## src/rtl/assert_macros.svh

```systemverilog
// assertion helpers used by the gauge core
`ifndef ASSERT_MACROS_SVH
`define ASSERT_MACROS_SVH

// property checked on every clock edge outside reset
`define BG_ASSERT(lbl, prop, msg) \
  lbl: assert property (@(posedge clk_i) disable iff (!rst_ni) prop) else $error(msg);

// implication into the next cycle
`define BG_ASSERT_NEXT(lbl, pre, post, msg) \
  `BG_ASSERT(lbl, (pre) |=> (post), msg)

`endif

```

## src/rtl/bgli_pkg.sv

```systemverilog
`default_nettype none

package bgli_pkg;

  // field and register widths
  localparam int CheckW   = 16;
  localparam int BlinkW   = 8;
  localparam int NumW     = 20;
  localparam int OffW     = 10;
  localparam int AdcW     = 8;
  localparam int IconW    = 3;
  localparam int LevelW   = 3;
  localparam int PctW     = 8;
  localparam int CfgIdxW  = 2;
  localparam int CfgDataW = 20;

  // serial arithmetic widths
  localparam int ProdW = AdcW + OffW;
  localparam int DivW  = NumW;
  localparam int DsrW  = AdcW + 1;

  // register reset values
  localparam logic [CheckW-1:0] CheckPeriodRst = 16'd3000;
  localparam logic [BlinkW-1:0] BlinkPeriodRst = 8'd25;
  localparam logic [NumW-1:0]   ScaleNumRst    = 20'd78688;
  localparam logic [OffW-1:0]   ScaleOffRst    = 10'd325;

  // icon and level codes
  localparam logic [IconW-1:0]  IconBlank = 3'd6;
  localparam logic [IconW-1:0]  IconLow   = 3'd5;
  localparam logic [IconW-1:0]  IconNone  = 3'd0;
  localparam logic [LevelW-1:0] LevelLow  = 3'd5;

  // level thresholds in percent
  localparam logic [PctW-1:0] Thr0 = 8'd80;
  localparam logic [PctW-1:0] Thr1 = 8'd60;
  localparam logic [PctW-1:0] Thr2 = 8'd40;
  localparam logic [PctW-1:0] Thr3 = 8'd20;
  localparam logic [PctW-1:0] Thr4 = 8'd5;

  // configuration register indexes
  typedef enum logic [CfgIdxW-1:0] {
    CfgCheckPeriod = 2'd0,
    CfgBlinkPeriod = 2'd1,
    CfgScaleNum    = 2'd2,
    CfgScaleOff    = 2'd3
  } cfg_idx_e;

  // status of a serial arithmetic unit
  typedef struct packed {
    logic busy;
    logic done;
  } unit_stat_t;

  // percent to battery level, 0 full .. 5 low
  function automatic logic [LevelW-1:0] level_of(input logic [PctW-1:0] p);
    logic [LevelW-1:0] lv;
    if (p >= Thr0) begin
      lv = 3'd0;
    end else if (p >= Thr1) begin
      lv = 3'd1;
    end else if (p >= Thr2) begin
      lv = 3'd2;
    end else if (p >= Thr3) begin
      lv = 3'd3;
    end else if (p > Thr4) begin
      lv = 3'd4;
    end else begin
      lv = LevelLow;
    end
    return lv;
  endfunction

endpackage

`default_nettype wire

```

## src/rtl/battery_gauge_level_indicator_core.sv

```systemverilog
// a plain tick goes straight to the result register; a blink tick first runs the serial
// divider; a check tick runs the serial multiplier, a subtract step and the divider (a
// zero reading skips all three, an offset product above the numerator the divider)
// one request at a time: the next is taken only once the last has left the units, and
// it is taken while a result waits; reset: tick count, level and percent clear,
// registers to defaults
`default_nettype none

`include "assert_macros.svh"

module battery_gauge_level_indicator_core (
  input  wire logic                              clk_i,
  input  wire logic                              rst_ni,
  // configuration writes
  input  wire logic                              cfg_valid_i,
  output logic                                   cfg_ready_o,
  input  wire logic [bgli_pkg::CfgIdxW-1:0]      cfg_index_i,
  input  wire logic [bgli_pkg::CfgDataW-1:0]     cfg_data_i,
  // tick requests
  input  wire logic                              in_valid_i,
  output logic                                   in_ready_o,
  input  wire logic [bgli_pkg::AdcW-1:0]         adc_sample_i,
  input  wire logic                              charging_i,
  // results
  output logic                                   out_valid_o,
  input  wire logic                              out_ready_i,
  output logic                                   icon_update_o,
  output logic      [bgli_pkg::IconW-1:0]        icon_code_o,
  output logic                                   buzz_o,
  output logic      [bgli_pkg::LevelW-1:0]       level_o,
  output logic      [bgli_pkg::PctW-1:0]         percent_o
);

  typedef enum logic [4:0] {
    StIdle = 5'b00001,
    StMul  = 5'b00010,
    StSub  = 5'b00100,
    StDiv  = 5'b01000,
    StDone = 5'b10000
  } state_e;

  state_e state_q;

  // configuration registers
  logic [bgli_pkg::CheckW-1:0] check_period_q;
  logic [bgli_pkg::BlinkW-1:0] blink_period_q;
  logic [bgli_pkg::NumW-1:0]   scale_num_q;
  logic [bgli_pkg::OffW-1:0]   scale_off_q;

  // gauge state
  logic [bgli_pkg::CheckW-1:0] tick_count_q;
  logic [bgli_pkg::LevelW-1:0] level_q;
  logic [bgli_pkg::PctW-1:0]   percent_q;

  // current request
  logic [bgli_pkg::AdcW-1:0]   adc_q;
  logic                        pct_job_q;
  logic                        blink_job_q;
  logic                        buzz_job_q;
  logic                        pct_zero_q;

  // result register
  logic                        out_valid_q;
  logic                        icon_update_q;
  logic [bgli_pkg::IconW-1:0]  icon_code_q;
  logic                        buzz_q;
  logic [bgli_pkg::LevelW-1:0] level_out_q;
  logic [bgli_pkg::PctW-1:0]   percent_out_q;

  // arithmetic units
  bgli_pkg::unit_stat_t         mul_stat;
  bgli_pkg::unit_stat_t         div_stat;
  logic [bgli_pkg::ProdW-1:0]   mul_prod;
  logic [bgli_pkg::DivW-1:0]    div_quot;
  logic [bgli_pkg::DsrW-1:0]    div_rem;
  logic                         mul_start;
  logic                         div_start;
  logic [bgli_pkg::DivW-1:0]    div_dividend;
  logic [bgli_pkg::DsrW-1:0]    div_divisor;

  logic                         accept;
  logic [bgli_pkg::CheckW-1:0]  tick_n;
  logic                         hit;
  logic                         low_mode;
  logic                         blink_on;
  logic [bgli_pkg::NumW:0]      num;
  logic                         num_neg;
  logic                         out_free;
  logic [bgli_pkg::PctW-1:0]    pct_sat;
  logic [bgli_pkg::PctW-1:0]    pct_val;
  logic [bgli_pkg::LevelW-1:0]  lv_new;
  logic                         res_upd;
  logic [bgli_pkg::IconW-1:0]   res_code;
  logic [bgli_pkg::LevelW-1:0]  res_level;
  logic [bgli_pkg::PctW-1:0]    res_pct;

  // tick decode at accept
  always_comb begin
    accept   = in_valid_i && in_ready_o;
    tick_n   = tick_count_q + 1'b1;
    hit      = (tick_n == check_period_q);
    low_mode = !charging_i && (level_q == bgli_pkg::LevelLow);
    blink_on = (blink_period_q != '0);
  end

  // numerator after the offset product
  always_comb begin
    num     = {1'b0, scale_num_q}
            - {{(bgli_pkg::NumW + 1 - bgli_pkg::ProdW){1'b0}}, mul_prod};
    num_neg = num[bgli_pkg::NumW];
  end

  // unit starts and operand select
  always_comb begin
    mul_start = accept && !low_mode && hit && (adc_sample_i != '0);
    div_start = (accept && low_mode && blink_on) || ((state_q == StSub) && !num_neg);
    if (state_q == StSub) begin
      div_dividend = num[bgli_pkg::DivW-1:0];
      div_divisor  = {adc_q, 1'b0};
    end else begin
      div_dividend = {{(bgli_pkg::DivW - bgli_pkg::CheckW){1'b0}}, tick_n};
      div_divisor  = {{(bgli_pkg::DsrW - bgli_pkg::BlinkW){1'b0}}, blink_period_q};
    end
  end

  bgli_mul u_mul (
    .clk_i    (clk_i),
    .rst_ni   (rst_ni),
    .start_i  (mul_start),
    .mcand_i  (scale_off_q),
    .mplier_i (adc_sample_i),
    .stat_o   (mul_stat),
    .prod_o   (mul_prod)
  );

  bgli_div u_div (
    .clk_i      (clk_i),
    .rst_ni     (rst_ni),
    .start_i    (div_start),
    .dividend_i (div_dividend),
    .divisor_i  (div_divisor),
    .stat_o     (div_stat),
    .quot_o     (div_quot),
    .rem_o      (div_rem)
  );

  // result assembly
  always_comb begin
    out_free  = !out_valid_q || out_ready_i;
    pct_sat   = (div_quot[bgli_pkg::DivW-1:bgli_pkg::PctW] != '0) ? '1
              : div_quot[bgli_pkg::PctW-1:0];
    pct_val   = pct_zero_q ? '0 : pct_sat;
    lv_new    = bgli_pkg::level_of(pct_val);
    res_upd   = 1'b0;
    res_code  = bgli_pkg::IconNone;
    res_level = level_q;
    res_pct   = percent_q;
    if (pct_job_q) begin
      res_upd   = (lv_new != level_q);
      res_code  = res_upd ? lv_new : bgli_pkg::IconNone;
      res_level = lv_new;
      res_pct   = pct_val;
    end else if (blink_job_q) begin
      res_upd  = (div_rem == '0);
      if (res_upd) begin
        res_code = div_quot[0] ? bgli_pkg::IconLow : bgli_pkg::IconBlank;
      end
    end
  end

  // configuration writes
  always_ff @(posedge clk_i or negedge rst_ni) begin
    if (!rst_ni) begin
      check_period_q <= bgli_pkg::CheckPeriodRst;
      blink_period_q <= bgli_pkg::BlinkPeriodRst;
      scale_num_q    <= bgli_pkg::ScaleNumRst;
      scale_off_q    <= bgli_pkg::ScaleOffRst;
    end else if (cfg_valid_i && cfg_ready_o) begin
      case (bgli_pkg::cfg_idx_e'(cfg_index_i))
        bgli_pkg::CfgCheckPeriod: check_period_q <= cfg_data_i[bgli_pkg::CheckW-1:0];
        bgli_pkg::CfgBlinkPeriod: blink_period_q <= cfg_data_i[bgli_pkg::BlinkW-1:0];
        bgli_pkg::CfgScaleNum:    scale_num_q    <= cfg_data_i[bgli_pkg::NumW-1:0];
        bgli_pkg::CfgScaleOff:    scale_off_q    <= cfg_data_i[bgli_pkg::OffW-1:0];
        default: ;
      endcase
    end
  end

  // sequencer and gauge state
  always_ff @(posedge clk_i or negedge rst_ni) begin
    if (!rst_ni) begin
      state_q      <= StIdle;
      tick_count_q <= '0;
      level_q      <= '0;
      percent_q    <= '0;
      pct_job_q    <= 1'b0;
      blink_job_q  <= 1'b0;
      buzz_job_q   <= 1'b0;
      out_valid_q  <= 1'b0;
    end else begin
      // result valid: set on completion, cleared when taken
      if ((state_q == StDone) && out_free) begin
        out_valid_q <= 1'b1;
      end else if (out_ready_i) begin
        out_valid_q <= 1'b0;
      end
      case (state_q)
        StIdle: begin
          if (accept) begin
            tick_count_q <= hit ? '0 : tick_n;
            pct_job_q    <= !low_mode && hit;
            blink_job_q  <= low_mode && blink_on;
            buzz_job_q   <= low_mode && hit;
            if (mul_start) begin
              state_q <= StMul;
            end else if (low_mode && blink_on) begin
              state_q <= StDiv;
            end else begin
              state_q <= StDone;
            end
          end
        end
        StMul: begin
          if (mul_stat.done) begin
            state_q <= StSub;
          end
        end
        StSub: begin
          state_q <= num_neg ? StDone : StDiv;
        end
        StDiv: begin
          if (div_stat.done) begin
            state_q <= StDone;
          end
        end
        StDone: begin
          if (out_free) begin
            state_q <= StIdle;
            if (pct_job_q) begin
              level_q   <= lv_new;
              percent_q <= pct_val;
            end
          end
        end
        default: state_q <= StIdle;
      endcase
    end
  end

  // request payload and result payload
  always_ff @(posedge clk_i) begin
    if (accept) begin
      adc_q      <= adc_sample_i;
      pct_zero_q <= (adc_sample_i == '0);
    end else if ((state_q == StSub) && num_neg) begin
      pct_zero_q <= 1'b1;
    end
    if ((state_q == StDone) && out_free) begin
      icon_update_q <= res_upd;
      icon_code_q   <= res_code;
      buzz_q        <= buzz_job_q;
      level_out_q   <= res_level;
      percent_out_q <= res_pct;
    end
  end

  assign cfg_ready_o   = 1'b1;
  assign in_ready_o    = (state_q == StIdle);
  assign out_valid_o   = out_valid_q;
  assign icon_update_o = icon_update_q;
  assign icon_code_o   = icon_code_q;
  assign buzz_o        = buzz_q;
  assign level_o       = level_out_q;
  assign percent_o     = percent_out_q;

  // checks
  `BG_ASSERT_NEXT(a_one_at_a_time, in_valid_i && in_ready_o, !in_ready_o, "request overlap")
  `BG_ASSERT(a_mul_busy, (state_q == StMul) |-> mul_stat.busy, "multiplier idle in mul state")
  `BG_ASSERT(a_div_busy, (state_q == StDiv) |-> div_stat.busy, "divider idle in div state")
  `BG_ASSERT(a_buzz_low, (out_valid_o && buzz_o) |-> (level_o == bgli_pkg::LevelLow), "buzz off low")
  `BG_ASSERT(a_code_idle, (out_valid_o && !icon_update_o) |-> (icon_code_o == bgli_pkg::IconNone), "stray icon code")

endmodule

`default_nettype wire

```

## src/rtl/bgli_mul.sv

```systemverilog
`default_nettype none

module bgli_mul (
  input  wire logic                         clk_i,
  input  wire logic                         rst_ni,
  input  wire logic                         start_i,
  input  wire logic [bgli_pkg::OffW-1:0]    mcand_i,
  input  wire logic [bgli_pkg::AdcW-1:0]    mplier_i,
  output bgli_pkg::unit_stat_t              stat_o,
  output logic      [bgli_pkg::ProdW-1:0]   prod_o
);

  localparam int CntW = $clog2(bgli_pkg::AdcW);
  localparam logic [CntW-1:0] LastCnt = CntW'(bgli_pkg::AdcW - 1);

  logic                        busy_q;
  logic [CntW-1:0]             cnt_q;
  logic [bgli_pkg::AdcW-1:0]   mpl_q;
  logic [bgli_pkg::OffW-1:0]   mcd_q;
  logic [bgli_pkg::ProdW-1:0]  acc_q;
  logic [bgli_pkg::ProdW-1:0]  acc_d;

  // shift-add, one multiplier bit per cycle, msb first
  always_comb begin
    acc_d = {acc_q[bgli_pkg::ProdW-2:0], 1'b0};
    if (mpl_q[bgli_pkg::AdcW-1]) begin
      acc_d = acc_d + {{(bgli_pkg::ProdW - bgli_pkg::OffW){1'b0}}, mcd_q};
    end
  end

  // iteration control
  always_ff @(posedge clk_i or negedge rst_ni) begin
    if (!rst_ni) begin
      busy_q <= 1'b0;
      cnt_q  <= '0;
    end else if (start_i) begin
      busy_q <= 1'b1;
      cnt_q  <= '0;
    end else if (busy_q) begin
      cnt_q <= cnt_q + 1'b1;
      if (cnt_q == LastCnt) begin
        busy_q <= 1'b0;
      end
    end
  end

  // operand and accumulator shift registers
  always_ff @(posedge clk_i) begin
    if (start_i) begin
      mpl_q <= mplier_i;
      mcd_q <= mcand_i;
      acc_q <= '0;
    end else if (busy_q) begin
      mpl_q <= {mpl_q[bgli_pkg::AdcW-2:0], 1'b0};
      acc_q <= acc_d;
    end
  end

  assign stat_o.busy = busy_q;
  assign stat_o.done = busy_q && (cnt_q == LastCnt);
  assign prod_o      = acc_q;

endmodule

`default_nettype wire

```

## src/rtl/bgli_div.sv

```systemverilog
`default_nettype none

module bgli_div (
  input  wire logic                        clk_i,
  input  wire logic                        rst_ni,
  input  wire logic                        start_i,
  input  wire logic [bgli_pkg::DivW-1:0]   dividend_i,
  input  wire logic [bgli_pkg::DsrW-1:0]   divisor_i,
  output bgli_pkg::unit_stat_t             stat_o,
  output logic      [bgli_pkg::DivW-1:0]   quot_o,
  output logic      [bgli_pkg::DsrW-1:0]   rem_o
);

  localparam int CntW = $clog2(bgli_pkg::DivW);
  localparam logic [CntW-1:0] LastCnt = CntW'(bgli_pkg::DivW - 1);

  logic                        busy_q;
  logic [CntW-1:0]             cnt_q;
  logic [bgli_pkg::DivW-1:0]   quot_q;
  logic [bgli_pkg::DsrW-1:0]   rem_q;
  logic [bgli_pkg::DsrW-1:0]   dsr_q;
  logic [bgli_pkg::DsrW:0]     rem_sh;
  logic [bgli_pkg::DsrW+1:0]   diff;
  logic                        ge;

  // restoring step: one quotient bit per cycle
  always_comb begin
    rem_sh = {rem_q, quot_q[bgli_pkg::DivW-1]};
    diff   = {1'b0, rem_sh} - {2'b00, dsr_q};
    ge     = !diff[bgli_pkg::DsrW+1];
  end

  // iteration control
  always_ff @(posedge clk_i or negedge rst_ni) begin
    if (!rst_ni) begin
      busy_q <= 1'b0;
      cnt_q  <= '0;
    end else if (start_i) begin
      busy_q <= 1'b1;
      cnt_q  <= '0;
    end else if (busy_q) begin
      cnt_q <= cnt_q + 1'b1;
      if (cnt_q == LastCnt) begin
        busy_q <= 1'b0;
      end
    end
  end

  // dividend shifts out as quotient shifts in
  always_ff @(posedge clk_i) begin
    if (start_i) begin
      quot_q <= dividend_i;
      rem_q  <= '0;
      dsr_q  <= divisor_i;
    end else if (busy_q) begin
      quot_q <= {quot_q[bgli_pkg::DivW-2:0], ge};
      rem_q  <= ge ? diff[bgli_pkg::DsrW-1:0] : rem_sh[bgli_pkg::DsrW-1:0];
    end
  end

  assign stat_o.busy = busy_q;
  assign stat_o.done = busy_q && (cnt_q == LastCnt);
  assign quot_o      = quot_q;
  assign rem_o       = rem_q;

endmodule

`default_nettype wire

```

## config.mk

```make
export PLATFORM = sky130hd
export DESIGN_NAME = battery_gauge_level_indicator_core
export DESIGN_NICKNAME = d
export VERILOG_FILES = /design/src/rtl/bgli_pkg.sv /design/src/rtl/battery_gauge_level_indicator_core.sv /design/src/rtl/bgli_mul.sv /design/src/rtl/bgli_div.sv
export VERILOG_INCLUDE_DIRS = /design/src /design/src/rtl
export SDC_FILE = /design/constraint.sdc
export NUM_CORES = 1
export LEC_CHECK = 0
export ABC_CLOCK_PERIOD_IN_PS = 9400
export BUFFER_PORTS_ARGS = -buffer_cell sky130_fd_sc_hd__clkbuf_2
export CAP_MARGIN = 10
export CORE_AREA = 2 2 132 160
export CTS_BUF_LIST = sky130_fd_sc_hd__clkbuf_8
export CTS_CLUSTER_SIZE = 24
export DETAILED_ROUTE_END_ITERATION = 7
export DIE_AREA = 0 0 134 162
export PLACE_DENSITY_LB_ADDON = 0.05
export SYNTH_ARGS = -nofsm -noshare
export SYNTH_HDL_FRONTEND = slang
export SYNTH_SLANG_ARGS = --single-unit
```

## constraint.sdc

```tcl
create_clock -name clk_i -period 9.4 [get_ports clk_i]
set_clock_uncertainty 0.2 [all_clocks]
set_input_delay 0.47 -clock clk_i [delete_from_list [all_inputs] [get_ports clk_i]]
set_output_delay 0.47 -clock clk_i [all_outputs]
set_load 0.1 [all_outputs]
```

==> summary.txt <==
wirelength, routed: 25.35 mm
status: finished, final reports clean
RSZ-0062 raised after global routing: no
Slew Limit Fails: 0
Critical Path AT: 4.17 ns
YS warnings: 0
Clock Pin Slew Worst Setup and Hold Paths: 0.11 ns
Bufs on Longest Clock Path: 2
origin of the critical flop-to-flop path: tick_count_q[2]
min-delay src: cfg_data_i[16]
Worst VDD drop: 0.1902 mV
ANT nets after route: 0
post-layout min period: 4.227 ns
Final setup viols: 0
initial antenna violation count: 0
Row Count: 57
synthesis-to-layout area growth: 8.300%
I/O pins: 55
post-layout util: 58.98%
vias: 7921
worst-path fanout max: 11
post-CTS setup repair buffer count: 0
Main synth FF type: dfrtp_1
type of the worst setup path: flop to flop
CTS root buffer: clkbuf_8
number of synthesized flops with an enable pin: 72
r2r setup slk: 5.17 ns
Setup crit end kind: flop
Final Hold Viols: 0
kind of start point of the critical path: flop
Sink Count: 199
gr usage total: 24.44%
most frequent cells in the layout: 97 x nand2_1, 95 x nor2_1, 78 x dfrtp_1, 72 x mux2_2, 72 x edfxtp_1
setup TNS: 0 ns
DRC: 0
starting density of the core: 54.46%
syn avg cell area: 10.36 um^2
layout cells sized above 1: 19.08%
worst slew pin tran: 1.141 ns
H-tree depth: 4
later-pin clock latency in the skew report: 0.49 ns
Port Buffers: 53
post-cts sizing count: 0
Post-synth ARST share: 50.25%
GRT overflow: 0
CTS Buf Count: 17
Synth Instances: 1053
number of global-route vias before repair: 7662
ANT cells: 0
die area: 0.02171 mm^2
first-pass GRT wire length: 40.91 mm
core footprint: 0.02004 mm^2
DP HPWL: 18.82 mm
die width: 134 um
GP Congestion: 0.8891
CTS tree: built
pwr dens: 231.9 mW/mm^2
Yosys cell types: 75
via/cell ratio: 5.778
LEAKAGE: 5.071 nW
detailed router's first-iteration violation count: 491
max-cap check violation count: 0
1st-pass router iterations: 5
commonest non-fill, non-tap cell in the layout: nand2_1
post-synthesis sequential area ratio: 47.94%
Worst Setup SP: tick_count_q[2]
max_slew headroom: 23.69%
Hold Crit Class: input port to flop
routed len/inst: 18.49 um
Critical Path RT: 9.34 ns
number of nets in the finished design: 1172
Post-Syn Nets: 1132
Final period util: 44.97%
Mapped Area: 0.01091 mm^2
#FFs+latches synth: 199
Die Y: 162 um
Max Freq: 236.6 MHz
largest net degree at the start of global routing: 53
==> path summary, 6_finish.rpt <==
path	depth (start not counted)	to
setup / recovery	7	u_mul.mpl_q[7]
hold / removal	2	scale_num_q[16]
setup reg to reg	7	u_mul.mpl_q[7]
hold reg to reg	0	u_mul.mcd_q[5]
max in group asynchronous	3	check_period_q[15]
min in group asynchronous	2	u_div.cnt_q[3]
==> synthesized netlist by cell type (all sizes together) (4+ instances only) <==
cell type | number | area [um^2]
nand2b | 9 | 56.30
or3 | 5 | 31.28
o31ai | 10 | 75.07
dfrtp | 78 | 1952
a221oi | 4 | 35.03
a31oi | 6 | 37.54
nor2b | 11 | 68.82
or2 | 7 | 43.80
o22ai | 13 | 81.33
nand4 | 11 | 98.84
nand2 | 97 | 364.1
a21o | 10 | 75.07
a211oi | 26 | 195.2
dfxtp | 27 | 540.5
nor4 | 18 | 140.1
and2 | 6 | 37.54
buf | 15 | 81.33
o21ai | 38 | 190.2
edfxtp | 72 | 2162
nand3b | 6 | 45.04
a21oi | 46 | 230.2
and3 | 8 | 50.05
dfstp | 22 | 578.1
xor2 | 24 | 210.2
nor2 | 97 | 369.1
mux2 | 73 | 822.0
clkbuf | 28 | 105.1
ha | 40 | 500.5
a221o | 6 | 60.06
nand3 | 39 | 195.2
o211ai | 6 | 45.04
nor3 | 22 | 155.2
o21a | 9 | 67.56
mux2i | 16 | 160.2
xnor2 | 39 | 341.6
inv | 55 | 206.5
==> through the flow <==
stage / hold slack, ns / instances / total power, mW / cell area [um^2] / worst slack [ns]
finish: 0.01604 / 1371 / 2.741 / 11820 / 5.173
detailed placement: 0.2345 / 1334 / 2.200 / 11380 / 5.162
global route: 0.000001832 / 1371 / 2.908 / 11820 / 4.765
global placement: 0.2269 / 1334 / 2.191 / 11380 / 5.276
floorplan: -0.02559 / 1053 / 1.980 / 10910 / 5.798
CTS: 0.002485 / 1371 / 2.753 / 11820 / 5.155
==> layer usage <==
| metal | routed length (um) | GRT usage (%) | vias up |
|---|---|---|---|
| li1 | - | - | 3895 |
| met1 | 11300 | 32.82 | 3805 |
| met4 | 567 | 8.414 | 0 |
| met2 | 12470 | 40.96 | 186 |
| met3 | 1016 | 3.308 | 35 |
| met5 | 0 | 0 | - |
==> cell type report <==
type | count | area, um^2
well taps | 265 | 331.6
multi-input cells | 756 | 5294
fillers | 1772 | 8220
clock inverters | 15 | 158.9
inverters | 55 | 206.4
repair buffers | 64 | 362.8
clock buffers | 17 | 234.0
flip-flops and latches | 199 | 5233
==> report_power, final <==
| group | internal, mW | switching [mW] | leakage (nW) |
|---|---|---|---|
| clock network | 0.222 | 0.334 | 0.201 |
| logic | 0.343 | 0.544 | 2.76 |
| registers | 1.12 | 0.176 | 2.11 |
| total | 1.69 | 1.05 | 5.07 |
==> registers in the layout, indices dropped and copies added, names as in the netlist, 5 cells and up <==
register and flops:
u_div.dsr_q 9, blink_period_q 8, tick_count_q 16, u_mul.prod_o 18, percent_o 8, percent_q 8, u_mul.mcd_q 10, state_q 5
u_div.rem_o 9, scale_num_q 20, u_div.quot_o 20, u_div.cnt_q 5, check_period_q 16, scale_off_q 10, adc_q 8, u_mul.mpl_q 8
==> cell families after synthesis <==
logic type,after synthesis,share of synthesized area [%]
other,1,0.03436
muxes,89,8.999
AOI/OAI and AO/OA,206,12.61
DFF,199,47.94
xor gates and xnor gates,63,5.056
buffers and inverters,98,3.600
adders and majority gates,43,5.136
and+or+nand+nor,354,16.62
==> what timing repair did <==
item	4_1_cts	5_1_grt
hold buffers	5	0
setup endpoints to repair	0	0
hold endpoints to repair	43	0
==> worst max-delay path, stage by stage, from the launching register on <==
cell and delay, ns:
dfrtp_1 0.51, nand3_1 0.45, nor3_1 0.52, mux2_2 0.41, a2111o_1 0.34, nor4_1 0.34, nand4_1 0.59, nand2_1 0.53
Note: power is estimated with default switching activity, not from simulation.
